==> config.mk <==
export PLATFORM = sky130hd
export DESIGN_NAME = circular_deque_flat
export DESIGN_NICKNAME = d
export VERILOG_FILES = /design/src/rtl/cdq_pkg.sv /design/src/rtl/cdq_if.sv /design/src/rtl/cdq_cell.sv /design/src/rtl/cdq_chain.sv /design/src/rtl/circular_deque.sv /design/src/flat_wrapper.sv
export VERILOG_INCLUDE_DIRS = /design/src /design/src/rtl
export SDC_FILE = /design/constraint.sdc
export NUM_CORES = 1
export LEC_CHECK = 0
export BUFFER_PORTS_ARGS = -buffer_cell sky130_fd_sc_hd__buf_4
export CORE_ASPECT_RATIO = 1.75
export CORE_MARGIN = 4
export CORE_UTILIZATION = 55
export DETAILED_ROUTE_END_ITERATION = 7
export PLACE_DENSITY = 0.73
export SYNTH_ARGS = -nofsm -noshare
export SYNTH_HDL_FRONTEND = slang
export SYNTH_SLANG_ARGS = --single-unit
==> constraint.sdc <==
create_clock -name clk -period 6.5 [get_ports clk]
set_input_delay 1.3 -clock clk [delete_from_list [all_inputs] [get_ports clk]]
set_output_delay 1.3 -clock clk [all_outputs]
set_load 0.1 [all_outputs]
==> src/rtl/circular_deque_assert.svh <==
// Assertion helpers for the circular deque. Bodies vanish under SYNTHESIS.
`ifndef CIRCULAR_DEQUE_ASSERT_SVH
`define CIRCULAR_DEQUE_ASSERT_SVH

`ifndef SYNTHESIS

// expr must hold at every clock edge out of reset
`define CDQ_ASSERT_HOLDS(lbl, expr, msg) \
  lbl: assert property (@(posedge clk) disable iff (!rst_n) (expr)) \
    else $error(msg);

// ante in a cycle implies cons in the same cycle
`define CDQ_ASSERT_IMPLY(lbl, ante, cons, msg) \
  lbl: assert property (@(posedge clk) disable iff (!rst_n) (ante) |-> (cons)) \
    else $error(msg);

// ante in a cycle implies cons in the next cycle
`define CDQ_ASSERT_NEXT(lbl, ante, cons, msg) \
  lbl: assert property (@(posedge clk) disable iff (!rst_n) (ante) |=> (cons)) \
    else $error(msg);

`else

`define CDQ_ASSERT_HOLDS(lbl, expr, msg)
`define CDQ_ASSERT_IMPLY(lbl, ante, cons, msg)
`define CDQ_ASSERT_NEXT(lbl, ante, cons, msg)

`endif

`endif

==> src/rtl/cdq_pkg.sv <==
package cdq_pkg;

  localparam int unsigned WORD_W = 32;
  localparam int unsigned OCC_W  = 4;

  typedef logic signed [WORD_W-1:0] word_t;
  typedef logic [1:0]               req_t;
  typedef logic [1:0]               status_t;
  typedef logic [OCC_W-1:0]         occ_t;

  // request codes
  localparam req_t REQ_PUSH_FRONT = 2'd0;
  localparam req_t REQ_PUSH_BACK  = 2'd1;
  localparam req_t REQ_POP_FRONT  = 2'd2;
  localparam req_t REQ_POP_BACK   = 2'd3;

  // status codes
  localparam status_t ST_OK    = 2'd0;
  localparam status_t ST_FULL  = 2'd1;
  localparam status_t ST_EMPTY = 2'd2;

  // what every cell of a chain does at a clock edge
  typedef enum logic [2:0] {
    OP_HOLD   = 3'd0,
    OP_INSERT = 3'd1,  // shift toward the tail, new item enters cell 0
    OP_REMOVE = 3'd2,  // shift toward cell 0, cell 0 item leaves
    OP_APPEND = 3'd3,  // first empty cell takes the new item
    OP_TRIM   = 3'd4   // last occupied cell drops its item
  } cell_op_t;

  // what a cell shows its neighbors
  typedef struct packed {
    logic  valid;
    word_t data;
  } link_t;

  typedef struct packed {
    word_t   pop_value;
    status_t status;
    occ_t    occupancy;
  } rsp_t;

endpackage

==> src/rtl/cdq_if.sv <==
interface cdq_in_if;
  logic                 valid;
  logic                 ready;
  cdq_pkg::req_t        req_type;
  cdq_pkg::word_t       push_value;

  modport source (output valid, output req_type, output push_value, input ready);
  modport sink   (input valid, input req_type, input push_value, output ready);
endinterface

interface cdq_out_if;
  logic                 valid;
  logic                 ready;
  cdq_pkg::word_t       pop_value;
  cdq_pkg::status_t     status;
  cdq_pkg::occ_t        occupancy;

  modport source (output valid, output pop_value, output status, output occupancy,
                  input ready);
  modport sink   (input valid, input pop_value, input status, input occupancy,
                  output ready);
endinterface

==> src/rtl/cdq_cell.sv <==
// One storage cell: holds one entry and trades it with its neighbors.
module cdq_cell (
  input  logic              clk,
  input  logic              rst_n,
  input  cdq_pkg::cell_op_t op,
  input  cdq_pkg::word_t    din,
  input  cdq_pkg::link_t    from_left,
  input  cdq_pkg::link_t    from_right,
  output cdq_pkg::link_t    link
);

  logic           valid_r, valid_nxt;
  cdq_pkg::word_t data_r, data_nxt;

  always_comb begin
    valid_nxt = valid_r;
    data_nxt  = data_r;
    case (op)
      cdq_pkg::OP_INSERT: begin
        valid_nxt = from_left.valid;
        data_nxt  = from_left.data;
      end
      cdq_pkg::OP_REMOVE: begin
        valid_nxt = from_right.valid;
        data_nxt  = from_right.data;
      end
      cdq_pkg::OP_APPEND: begin
        if (!valid_r && from_left.valid) begin
          valid_nxt = 1'b1;
          data_nxt  = din;
        end
      end
      cdq_pkg::OP_TRIM: begin
        if (valid_r && !from_right.valid) begin
          valid_nxt = 1'b0;
        end
      end
      default: begin
        valid_nxt = valid_r;
        data_nxt  = data_r;
      end
    endcase
  end

  always_ff @(posedge clk) begin
    if (!rst_n) begin
      valid_r <= 1'b0;
    end else begin
      valid_r <= valid_nxt;
    end
  end

  always_ff @(posedge clk) begin
    data_r <= data_nxt;
  end

  assign link.valid = valid_r;
  assign link.data  = data_r;

endmodule

==> src/rtl/cdq_chain.sv <==
// Row of cells kept packed toward cell 0; cell 0 is the near end.
module cdq_chain #(
  parameter int unsigned DEPTH = 8
) (
  input  logic              clk,
  input  logic              rst_n,
  input  cdq_pkg::cell_op_t op,
  input  cdq_pkg::word_t    din,
  output cdq_pkg::link_t    head,
  output logic              full
);

  cdq_pkg::link_t lnk [DEPTH];
  cdq_pkg::link_t near_edge;
  cdq_pkg::link_t far_edge;

  // new item enters at cell 0; nothing lies past the last cell
  assign near_edge.valid = 1'b1;
  assign near_edge.data  = din;
  assign far_edge.valid  = 1'b0;
  assign far_edge.data   = '0;

  for (genvar i = 0; i < DEPTH; i++) begin : g_cell
    cdq_pkg::link_t left_l;
    cdq_pkg::link_t right_l;

    if (i == 0) begin : g_first
      assign left_l = near_edge;
    end else begin : g_mid_l
      assign left_l = lnk[i-1];
    end

    if (i == DEPTH - 1) begin : g_last
      assign right_l = far_edge;
    end else begin : g_mid_r
      assign right_l = lnk[i+1];
    end

    cdq_cell u_cell (
      .clk        (clk),
      .rst_n      (rst_n),
      .op         (op),
      .din        (din),
      .from_left  (left_l),
      .from_right (right_l),
      .link       (lnk[i])
    );
  end

  assign head = lnk[0];
  assign full = lnk[DEPTH-1].valid;

endmodule

==> src/rtl/circular_deque.sv <==
// Channel | Dir | Handshake     | Payload
// --------+-----+---------------+----------------------------------------------------
// in_req  | in  | valid / ready | req_type[1:0], push_value[31:0] signed
// out_rsp | out | valid / ready | pop_value[31:0] signed, status[1:0], occupancy[3:0]
//
// One item per cycle while the skid entry is free (in_req.ready high); the result
// is registered, in the result register or, while a result waits, in the skid.
// Reset (rst_n low, synchronous) empties the queue.
// A two-entry output buffer (result register plus skid) lets an item be taken
// while a result waits; in_req.ready drops only when both entries are full.
//
// Storage is two rows of DEPTH cells holding the same entries in opposite
// order: the front row has the front entry in cell 0, the back row the back
// entry. Every pop then reads cell 0 of one row; the row being popped shifts
// toward cell 0 while the other row drops its last occupied cell. Pushes
// shift a new item into one row and append it after the last entry of the
// other. Each cell only looks at its two neighbors, so no wide read mux and
// no pointers are needed; the occupancy is kept in a separate counter.
// Occupancy reports the low four bits of the count.
module circular_deque #(
  parameter int unsigned DEPTH = 8
) (
  input  logic             clk,
  input  logic             rst_n,
  cdq_in_if.sink           in_req,
  cdq_out_if.source        out_rsp
);

`include "circular_deque_assert.svh"

  localparam int unsigned CW = $clog2(DEPTH + 1);
  localparam logic [CW-1:0] FULL_CNT = CW'(DEPTH);
  localparam logic [CW-1:0] ONE_CNT  = CW'(1);

  // occupancy counter
  logic [CW-1:0] fill_r, fill_nxt;

  // output buffer
  logic          out_vld_r, out_vld_nxt;
  logic          skid_vld_r, skid_vld_nxt;
  cdq_pkg::rsp_t out_r, out_nxt;
  cdq_pkg::rsp_t skid_r, skid_nxt;

  logic              in_fire;
  logic              out_fire;
  cdq_pkg::cell_op_t op_front, op_back;
  cdq_pkg::cell_op_t op_front_q, op_back_q;
  cdq_pkg::link_t    front_head, back_head;
  logic              front_full, back_full;
  logic              is_empty, is_full;
  cdq_pkg::rsp_t     rsp;
  logic [CW-1:0]     cnt_after;

  assign in_req.ready = !skid_vld_r;
  assign in_fire      = in_req.valid && !skid_vld_r;
  assign out_fire     = out_vld_r && out_rsp.ready;

  assign is_empty = (fill_r == '0);
  assign is_full  = (fill_r == FULL_CNT);

  // decode the request against the current occupancy
  always_comb begin
    op_front      = cdq_pkg::OP_HOLD;
    op_back       = cdq_pkg::OP_HOLD;
    rsp.pop_value = '0;
    rsp.status    = cdq_pkg::ST_OK;
    cnt_after     = fill_r;
    case (in_req.req_type)
      cdq_pkg::REQ_PUSH_FRONT: begin
        if (is_full) begin
          rsp.status = cdq_pkg::ST_FULL;
        end else begin
          op_front  = cdq_pkg::OP_INSERT;
          op_back   = cdq_pkg::OP_APPEND;
          cnt_after = fill_r + ONE_CNT;
        end
      end
      cdq_pkg::REQ_PUSH_BACK: begin
        if (is_full) begin
          rsp.status = cdq_pkg::ST_FULL;
        end else begin
          op_front  = cdq_pkg::OP_APPEND;
          op_back   = cdq_pkg::OP_INSERT;
          cnt_after = fill_r + ONE_CNT;
        end
      end
      cdq_pkg::REQ_POP_FRONT: begin
        if (is_empty) begin
          rsp.status = cdq_pkg::ST_EMPTY;
        end else begin
          op_front      = cdq_pkg::OP_REMOVE;
          op_back       = cdq_pkg::OP_TRIM;
          rsp.pop_value = front_head.data;
          cnt_after     = fill_r - ONE_CNT;
        end
      end
      cdq_pkg::REQ_POP_BACK: begin
        if (is_empty) begin
          rsp.status = cdq_pkg::ST_EMPTY;
        end else begin
          op_front      = cdq_pkg::OP_TRIM;
          op_back       = cdq_pkg::OP_REMOVE;
          rsp.pop_value = back_head.data;
          cnt_after     = fill_r - ONE_CNT;
        end
      end
      default: begin
        rsp.status = cdq_pkg::ST_OK;
      end
    endcase
    rsp.occupancy = cdq_pkg::occ_t'(cnt_after);
  end

  // rows only move on a taken item
  assign op_front_q = in_fire ? op_front : cdq_pkg::OP_HOLD;
  assign op_back_q  = in_fire ? op_back  : cdq_pkg::OP_HOLD;
  assign fill_nxt   = in_fire ? cnt_after : fill_r;

  cdq_chain #(
    .DEPTH (DEPTH)
  ) u_front (
    .clk   (clk),
    .rst_n (rst_n),
    .op    (op_front_q),
    .din   (in_req.push_value),
    .head  (front_head),
    .full  (front_full)
  );

  cdq_chain #(
    .DEPTH (DEPTH)
  ) u_back (
    .clk   (clk),
    .rst_n (rst_n),
    .op    (op_back_q),
    .din   (in_req.push_value),
    .head  (back_head),
    .full  (back_full)
  );

  // output buffer: result register fed by the new item or the skid entry
  always_comb begin
    out_vld_nxt  = out_vld_r;
    skid_vld_nxt = skid_vld_r;
    out_nxt      = out_r;
    skid_nxt     = skid_r;
    if (!out_vld_r || out_fire) begin
      if (skid_vld_r) begin
        out_nxt      = skid_r;
        out_vld_nxt  = 1'b1;
        skid_vld_nxt = 1'b0;   // ready was low, so no new item this cycle
      end else begin
        out_nxt     = rsp;
        out_vld_nxt = in_fire;
      end
    end else if (in_fire) begin
      skid_nxt     = rsp;
      skid_vld_nxt = 1'b1;
    end
  end

  always_ff @(posedge clk) begin
    if (!rst_n) begin
      fill_r     <= '0;
      out_vld_r  <= 1'b0;
      skid_vld_r <= 1'b0;
    end else begin
      fill_r     <= fill_nxt;
      out_vld_r  <= out_vld_nxt;
      skid_vld_r <= skid_vld_nxt;
    end
  end

  always_ff @(posedge clk) begin
    out_r  <= out_nxt;
    skid_r <= skid_nxt;
  end

  assign out_rsp.valid     = out_vld_r;
  assign out_rsp.pop_value = out_r.pop_value;
  assign out_rsp.status    = out_r.status;
  assign out_rsp.occupancy = out_r.occupancy;

  // both rows and the counter agree on empty and full
  `CDQ_ASSERT_HOLDS(a_empty, {front_head.valid, back_head.valid} == {2{!is_empty}}, "head valid")
  `CDQ_ASSERT_HOLDS(a_full, {front_full, back_full} == {2{is_full}}, "tail valid")
  // with one entry the front and back are the same item
  `CDQ_ASSERT_IMPLY(a_single, fill_r == ONE_CNT, front_head.data == back_head.data, "one entry")
  // skid entry only exists behind a waiting result
  `CDQ_ASSERT_IMPLY(a_skid_order, skid_vld_r, out_vld_r, "skid entry without result entry")
  // a refused request leaves the count alone
  `CDQ_ASSERT_NEXT(a_refuse, in_fire && rsp.status != cdq_pkg::ST_OK, $stable(fill_r), "count")

endmodule

==> src/flat_wrapper.sv <==
// flat-port wrapper written by rule: the top's interface ports become plain ports
module circular_deque_flat 
#(
  parameter int unsigned DEPTH = 8
)
  (clk, rst_n, in_req_valid, in_req_req_type, in_req_push_value, in_req_ready, out_rsp_valid, out_rsp_pop_value, out_rsp_status, out_rsp_occupancy, out_rsp_ready);
  cdq_in_if in_req_i ();
  cdq_out_if out_rsp_i ();
  input  logic clk;
  input  logic rst_n;
  input wire logic [$bits(in_req_i.valid)-1:0] in_req_valid;
  input wire logic [$bits(in_req_i.req_type)-1:0] in_req_req_type;
  input wire logic [$bits(in_req_i.push_value)-1:0] in_req_push_value;
  output wire logic [$bits(in_req_i.ready)-1:0] in_req_ready;
  output wire logic [$bits(out_rsp_i.valid)-1:0] out_rsp_valid;
  output wire logic [$bits(out_rsp_i.pop_value)-1:0] out_rsp_pop_value;
  output wire logic [$bits(out_rsp_i.status)-1:0] out_rsp_status;
  output wire logic [$bits(out_rsp_i.occupancy)-1:0] out_rsp_occupancy;
  input wire logic [$bits(out_rsp_i.ready)-1:0] out_rsp_ready;
  assign in_req_i.valid = in_req_valid;
  assign in_req_i.req_type = in_req_req_type;
  assign in_req_i.push_value = in_req_push_value;
  assign in_req_ready = in_req_i.ready;
  assign out_rsp_valid = out_rsp_i.valid;
  assign out_rsp_pop_value = out_rsp_i.pop_value;
  assign out_rsp_status = out_rsp_i.status;
  assign out_rsp_occupancy = out_rsp_i.occupancy;
  assign out_rsp_i.ready = out_rsp_ready;
  circular_deque #(.DEPTH(DEPTH)) u_core (.clk(clk), .rst_n(rst_n), .in_req(in_req_i), .out_rsp(out_rsp_i));
endmodule
* Yosys cells after proc, flatten, opt, wreduce, memory -nomap -nowiden
Cells that the tools add are included.
** Storage, ports and cells
- Bits in registers :: 610
- Input port bits :: 38
- Output and inout port bits :: 40
- Word-level logic and storage cells :: 265
** Cells by class
- Add/subtract/negate cells :: 2
- Equality and inequality tests :: 42
- Multiplexer cells :: 95
- Bitwise operators :: 2
- Reductions and logical operators :: 83
** Operators by type and width (number)
- 32-bit one-hot mux with 3 select lines :: 16
- 32-bit 2-to-1 mux :: 18
- 32-bit one-hot mux with 2 select lines :: 1
- 2-bit by 1-bit inequality test with 1-bit output, second input constant :: 28
- 1-bit one-hot mux with 4 select lines :: 12
- 2-bit AND reduction :: 21
- 38-bit 2-to-1 mux :: 1
- 3-bit AND reduction :: 12
- 1-bit 2-to-1 mux :: 31
- 3-bit one-hot mux with 4 select lines :: 2
- 3-bit nonzero test :: 6
- 1-bit logical AND :: 16
- 1-bit zero test :: 16
- 2-bit OR reduction :: 7
- 3-bit by 2-bit == test with 1-bit output, second input constant :: 4
- 1-bit one-hot mux with 3 select lines :: 4
- 3-bit 2-to-1 mux :: 3
- 4-bit 2-to-1 mux :: 2
- 4-bit one-hot mux with 2 select lines :: 1
- 4-bit nonzero test :: 2
- 3-bit by 1-bit == test with 1-bit output, second input constant :: 2
- 3-bit == test, second input constant :: 2
- 2-bit 2-to-1 mux :: 3
- 4-bit by 1-bit adder with 4-bit output, second input constant :: 1
- 10 further kinds :: 13

* Logic depth before layout (Yosys ltp)
- Word-level depth :: 8
- Mapped depth :: 8
- Depth with buffers taken out :: 6

* Modules after synthesis
A second synthesis with hierarchy kept.
** Second synthesis, totals
- Cells, all modules :: 2716
- Area, all modules :: 31410.1 µm²
** Modules (own cells, without submodules)
- cdq_cell :: times used 16, cells each 151, area each 1727.9 µm², sequential area each 980.9 µm²
- circular_deque :: times used 1, cells each 296, area each 3748.6 µm², sequential area each 2402.3 µm²
- cdq_chain :: times used 2, cells each 2, area each 7.5 µm², sequential area each 0.0 µm²

* Worst setup path before layout
OpenSTA, ideal clock, no wires.
- Path type :: in2reg
- Start point :: in in_req_req_type[0]
- End point :: reg u_core.u_front.g_cell[2].u_cell.data_r[0] (enable)
- Setup time :: 0.516 ns
- Data arrival time :: 5.106 ns
- Required time :: 5.984 ns
- Path slack :: 0.877 ns
- Stages on the path :: 4
- Buffers on the path :: 1
- Cells stage by stage :: clkbuf_1 -> nand2_1 -> nand2_1 -> nor4b_1
** On the way
- Cells in the longest elaborated chain, start to end :: 6
- Elaborated cells between the ends (all ways) :: 12
- Classes of those cells :: eq/ne (7); mux (2); reduce/logical (3)
** Ends and longest elaborated chain
- start: declaration :: line flat_wrapper.sv:12 : input wire logic [$bits(in_req_i.req_type)-1:0] in_req_req_type;
- 2-bit == test, or another cell as far along :: line circular_deque.sv:68 : case (in_req.req_type)
- 3-bit one-hot mux with 4 select lines (*) :: line circular_deque.sv:68
- 3-bit 2-to-1 mux (*) :: line circular_deque.sv:115 : assign op_front_q = in_fire ? op_front : cdq_pkg::OP_HOLD;
- 3-bit by 2-bit == test with 1-bit output / 3-bit by 1-bit == test with 1-bit output (equally long branches) :: line cdq_cell.sv:18 : case (op)
- 2-bit by 1-bit inequality test with 1-bit output (no line) / 3-bit nonzero test (equally long branches)
- 2-bit AND reduction (no line) (*)
- end signal: assignment :: line cdq_cell.sv:54 : data_r <= data_nxt;
- end: declaration :: line cdq_cell.sv:13 : cdq_pkg::word_t data_r, data_nxt;
Every way passes the cells marked *; elsewhere a longest branch is shown, timed or not.
A chain may end at the register's enable or synchronous reset.

* Worst setup path in the final report
- Start point :: in in_req_req_type[0]
- End point :: reg u_core.u_back.g_cell[4].u_cell.data_r[12] (data pin)
** On the way
- Cells in the longest elaborated chain, start to end :: 5
- Elaborated cells between the ends (all ways) :: 10
- Classes of those cells :: eq/ne (6); mux (3); reduce/logical (1)
** Ends and longest elaborated chain
- 2-bit == test, or another cell as far along :: line circular_deque.sv:68
- 3-bit one-hot mux with 4 select lines (*) :: line circular_deque.sv:68
- 3-bit 2-to-1 mux (*) :: line circular_deque.sv:116 : assign op_back_q = in_fire ? op_back : cdq_pkg::OP_HOLD;
- 3-bit by 2-bit == test with 1-bit output / 3-bit by 1-bit == test with 1-bit output (equally long branches) :: line cdq_cell.sv:18
- 32-bit one-hot mux with 3 select lines (*) :: line cdq_cell.sv:18
- via u_core.u_back.g_cell[4].u_cell.data_nxt[12] :: line cdq_cell.sv:13
- end signal: assignment :: line cdq_cell.sv:54
- end: declaration :: line cdq_cell.sv:13
The timed path passes the listed nets; every way through them passes the cells marked *.

==> flow_metrics.env <==
export IMPL_outcome="complete, no violations"
export IMPL_worstSetupStartpointType="primary input"
export IMPL_ys_ff_latch=610
export IMPL_wire_per_inst_um=27.82
export IMPL_syn_cell_area_sq_um=26200
export IMPL_synth_xor_area_share_pct=0.06687
export IMPL_final_util_pct=61.44
export IMPL_max_stage_delay_ns=0.89
export IMPL_cts_htree_levels=2
export IMPL_drv_cap=0
export IMPL_top_layer_used="met4"
export IMPL_drc=0
export IMPL_synthCells=1681
export IMPL_leakage_nw=10.33
export IMPL_routed_wl_um=63210
export IMPL_synth_avg_cell_area_sq_um=15.58
export IMPL_cts_tree="yes"
export IMPL_relSlewSlack_pct=8.755
export IMPL_ant_nets=0
export IMPL_drt_iter0_drc=2149
export IMPL_cts_setup_buffers=0
export IMPL_cts_path_max_buffers=3
export IMPL_num_io_pins=78
export IMPL_die_area_sq_um=51320
export IMPL_grt_overflow_total=0
export IMPL_gp_congestion=0.8018
export IMPL_synth_top_family_by_area="compound AO/OA/AOI/OAI gates"
export IMPL_setup_viol=0
export IMPL_clk_pin_slew_ns=0.07
export IMPL_area_growth_pct=10.31
export IMPL_ctsResizeCount=0
export IMPL_p_seq_share_pct=51.9
export IMPL_critPathLaunch="in_req_req_type[0]"
export IMPL_met3_length_um=4362
export IMPL_crit_path_end="u_core.u_back.g_cell[4].u_cell.data_r[12]"
export IMPL_fp_dieW_um=173.0
export IMPL_holdWs_ns=0.5034
export IMPL_p_sw_w=0.002518
export IMPL_wl_met1_um=25350
export IMPL_synth_compound_area_share_pct=19.00
export IMPL_yosys_area_top_type="edfxtp_1"
export IMPL_synth_fa_ha_area_share_pct=0.09553
export IMPL_path_cells="buf_4, nor4b_4, buf_4, and2_1, nor2_4, buf_4, a221o_1"
export IMPL_slew_viol_final=0
export IMPL_numPortBuffers=77
export IMPL_ys_seq_area_share_pct=69.09
export IMPL_num_rows=105
export IMPL_fmax_mhz=228.2
export IMPL_synth_top_area_share_pct=67.41
export IMPL_ys_flop_type="edfxtp_1"
export IMPL_path_class="in2reg"
export IMPL_crit_slowest_cell="nor2_4"
export IMPL_r2r_start="u_core.fill_r[0]"
export IMPL_cp_arrival_ns=4.84
export IMPL_rr_worst_depth=8
export IMPL_final_min_clock_period_ns=4.382
export IMPL_yosys_area_share_simple_pct=4.184
export IMPL_dp_hpwl_um=36510
export IMPL_r2r_end="u_core.u_back.g_cell[4].u_cell.data_r[12]"
export IMPL_cts_made_buffers=53
export IMPL_fin_area_sq_um=28900
export IMPL_syn_nets=1721
export IMPL_irDropWorstVdd_v=0.0002374
export IMPL_pwr_share_comb_pct=14.0
export IMPL_fin_worst_skew_ns=0.02620
export IMPL_crit_top_cell="buf_4"
export IMPL_rrSetupSlack_ns=2.66
export IMPL_holdBufCountCts=0
export IMPL_post_drt_via_cell_ratio=7.209
export IMPL_post_place_cells=2173
export IMPL_antenna_found_initial=1
export IMPL_core_area_sq_um=47030
export IMPL_grt_pass1_wl_um=95830
export IMPL_period_share_pct=67.42
export IMPL_final_layout_size_suffix_gt1_share_pct=17.05
export IMPL_cp_max_fo=93
export IMPL_p_int_w=0.007122
export IMPL_hold_viol=0
export IMPL_p_sw_share_pct=26.12
export IMPL_yosysUniqueCellTypes=52
export IMPL_rsz0062_at_grt="false"
export IMPL_firstDrtPassIters=6
export IMPL_synth_edf_count=588
export IMPL_vias=16380
export IMPL_die_y_um=296.7
export IMPL_instances_no_fill=2272
export IMPL_grt_pass1_vias=15910
export IMPL_cts_root_buf="clkbuf_16"
export IMPL_grt_max_degree=230
export IMPL_ys_top_cells_by_area="edfxtp_1 (67%), a221o_1 (15%), mux2_2 (2.8%)"
export IMPL_pwr_share_clk_pct=34.0
export IMPL_clkSinkCount=610
export IMPL_nets=1680
export IMPL_place_area_sq_um=27120
export IMPL_start_util_pct=55.70
export IMPL_wl_met2_um=31990
export IMPL_min_path_type="reg2reg"
export IMPL_tightest_slew_ns=1.369
export IMPL_async_reset_ff_share_pct=0
export IMPL_grtUsageTotal_pct=23.46
export IMPL_ys_warnings_count=0
export IMPL_crit_required_ns=6.96
export IMPL_tns_ns=0
export IMPL_powerDensity_nw_per_um2=333.6
export IMPL_crit_path_end_kind="flip-flop"
export IMPL_muxShareOfSynthArea_pct=4.189
export IMPL_clk_latency_ns=0.60
==> critical path, delay by kind of cell <==
kind,cells,cell delay (ns)
buf+inv,3,1.84
simple gates,3,1.30
compound gates,1,0.28
==> cell usage after synthesis (22+ instances only) <==
library cell and count:
nor2_1 53, a21oi_1 22, mux2_2 66, clkbuf_1 139, o31ai_1 32, mux2i_1 32
edfxtp_1 588, nand2_1 45, buf_2 53, dfxtp_1 22, and3_1 66, a21o_1 66
a221o_1 384
==> power groups by stage <==
stage,registers [W],clock network (W),logic [W]
global route,0.00503,0.00348,0.00143
global placement,0.00507,0,0.00130
finish,0.00501,0.00328,0.00135
detailed placement,0.00507,0,0.00135
floorplan,0.00527,0,0.000730
CTS,0.00500,0.00333,0.00135
==> worst min-delay path by stage <==
stage                                                  from                                       to  slack [ns]  cells past startpoint
finish              u_core.u_front.g_cell[1].u_cell.valid_r  u_core.u_front.g_cell[0].u_cell.valid_r        0.50                      2
CTS                 u_core.u_front.g_cell[1].u_cell.valid_r  u_core.u_front.g_cell[0].u_cell.valid_r        0.50                      2
global placement    u_core.u_front.g_cell[1].u_cell.valid_r  u_core.u_front.g_cell[0].u_cell.valid_r        0.50                      2
detailed placement  u_core.u_front.g_cell[1].u_cell.valid_r  u_core.u_front.g_cell[0].u_cell.valid_r        0.49                      2
global route        u_core.u_front.g_cell[1].u_cell.valid_r  u_core.u_front.g_cell[0].u_cell.valid_r        0.53                      2
floorplan            u_core.u_back.g_cell[6].u_cell.valid_r   u_core.u_back.g_cell[6].u_cell.valid_r        0.47                      2
==> cell usage in the layout, fill, tap and decap left out, types with 4 or more instances in the layout <==
| master | instances |
|---|---|
| edfxtp_1 | 588 |
| a221o_1 | 384 |
| buf_4 | 106 |
| a21o_1 | 66 |
| and3_1 | 66 |
| mux2_2 | 66 |
| clkbuf_16 | 55 |
| nand2_1 | 44 |
| nor2_1 | 40 |
| mux2i_1 | 32 |
| o31ai_1 | 32 |
| dfxtp_1 | 21 |
| a21oi_1 | 19 |
| clkinv_2 | 14 |
| nor2_4 | 13 |
| clkinv_1 | 13 |
| inv_1 | 12 |
| o21ai_0 | 9 |
| bufinv_16 | 7 |
| o22ai_1 | 6 |
| o221ai_1 | 6 |
| clkbuf_1 | 6 |
| and2_1 | 5 |
| nor3_1 | 5 |
| a211oi_1 | 4 |
| a22oi_1 | 4 |
==> state kept, by name, indices dropped and copies added, names as in the netlist, 2 cells and up <==
register                              flops
u_core.u_front.g_cell.u_cell.data_r     256
u_core.fill_r                             4
u_core.out_rsp.occupancy                  4
u_core.out_rsp.status                     2
u_core.u_front.g_cell.u_cell.valid_r      8
u_core.out_rsp.pop_value                 32
u_core.u_back.g_cell.u_cell.data_r      256
u_core.skid_r                            38
u_core.u_back.g_cell.u_cell.valid_r       8
==> through the flow <==
| stage | worst slack (ns) | power (W) |
|---|---|---|
| 5_1_grt | 1.907 | 0.009941 |
| 6_report | 2.118 | 0.009640 |
| 3_3_place_gp | 1.683 | 0.006366 |
| 2_1_floorplan | 0.8774 | 0.005997 |
| 3_5_place_dp | 1.561 | 0.006419 |
| 4_1_cts | 2.180 | 0.009674 |
==> area by class of cell <==
class | instances | area (sq um)
Fill cell | 3439 | 18140
Sequential cell | 610 | 18100
Multi-Input combinational cell | 853 | 7386
Clock buffer | 63 | 1426
Timing Repair Buffer | 109 | 855.8
Tap cell | 588 | 735.7
Clock inverter | 35 | 342.8
Inverter | 13 | 48.80
Antenna cell | 1 | 2.502
==> layer usage <==
metal	track usage [%]	vias up
met5	0	-
met4	6.715	0
met3	3.117	96
met2	40.04	825
met1	31.89	8456
li1	-	7001
==> logic make-up (layout without fill, tap and decap cells) <==
kind of cell             count (synthesis)  in the layout
buffers and inverters                  218            220
AO/OA/AOI/OAI                          544            544
flip-flops                             610            610
other                                    0              1
AND/OR/NAND/NOR                        204            204
XOR/XNOR                                 2              2
adder cells (fa/ha/maj)                  2              2
multiplexers                           101            101
Power figures use the tool's default switching activity.
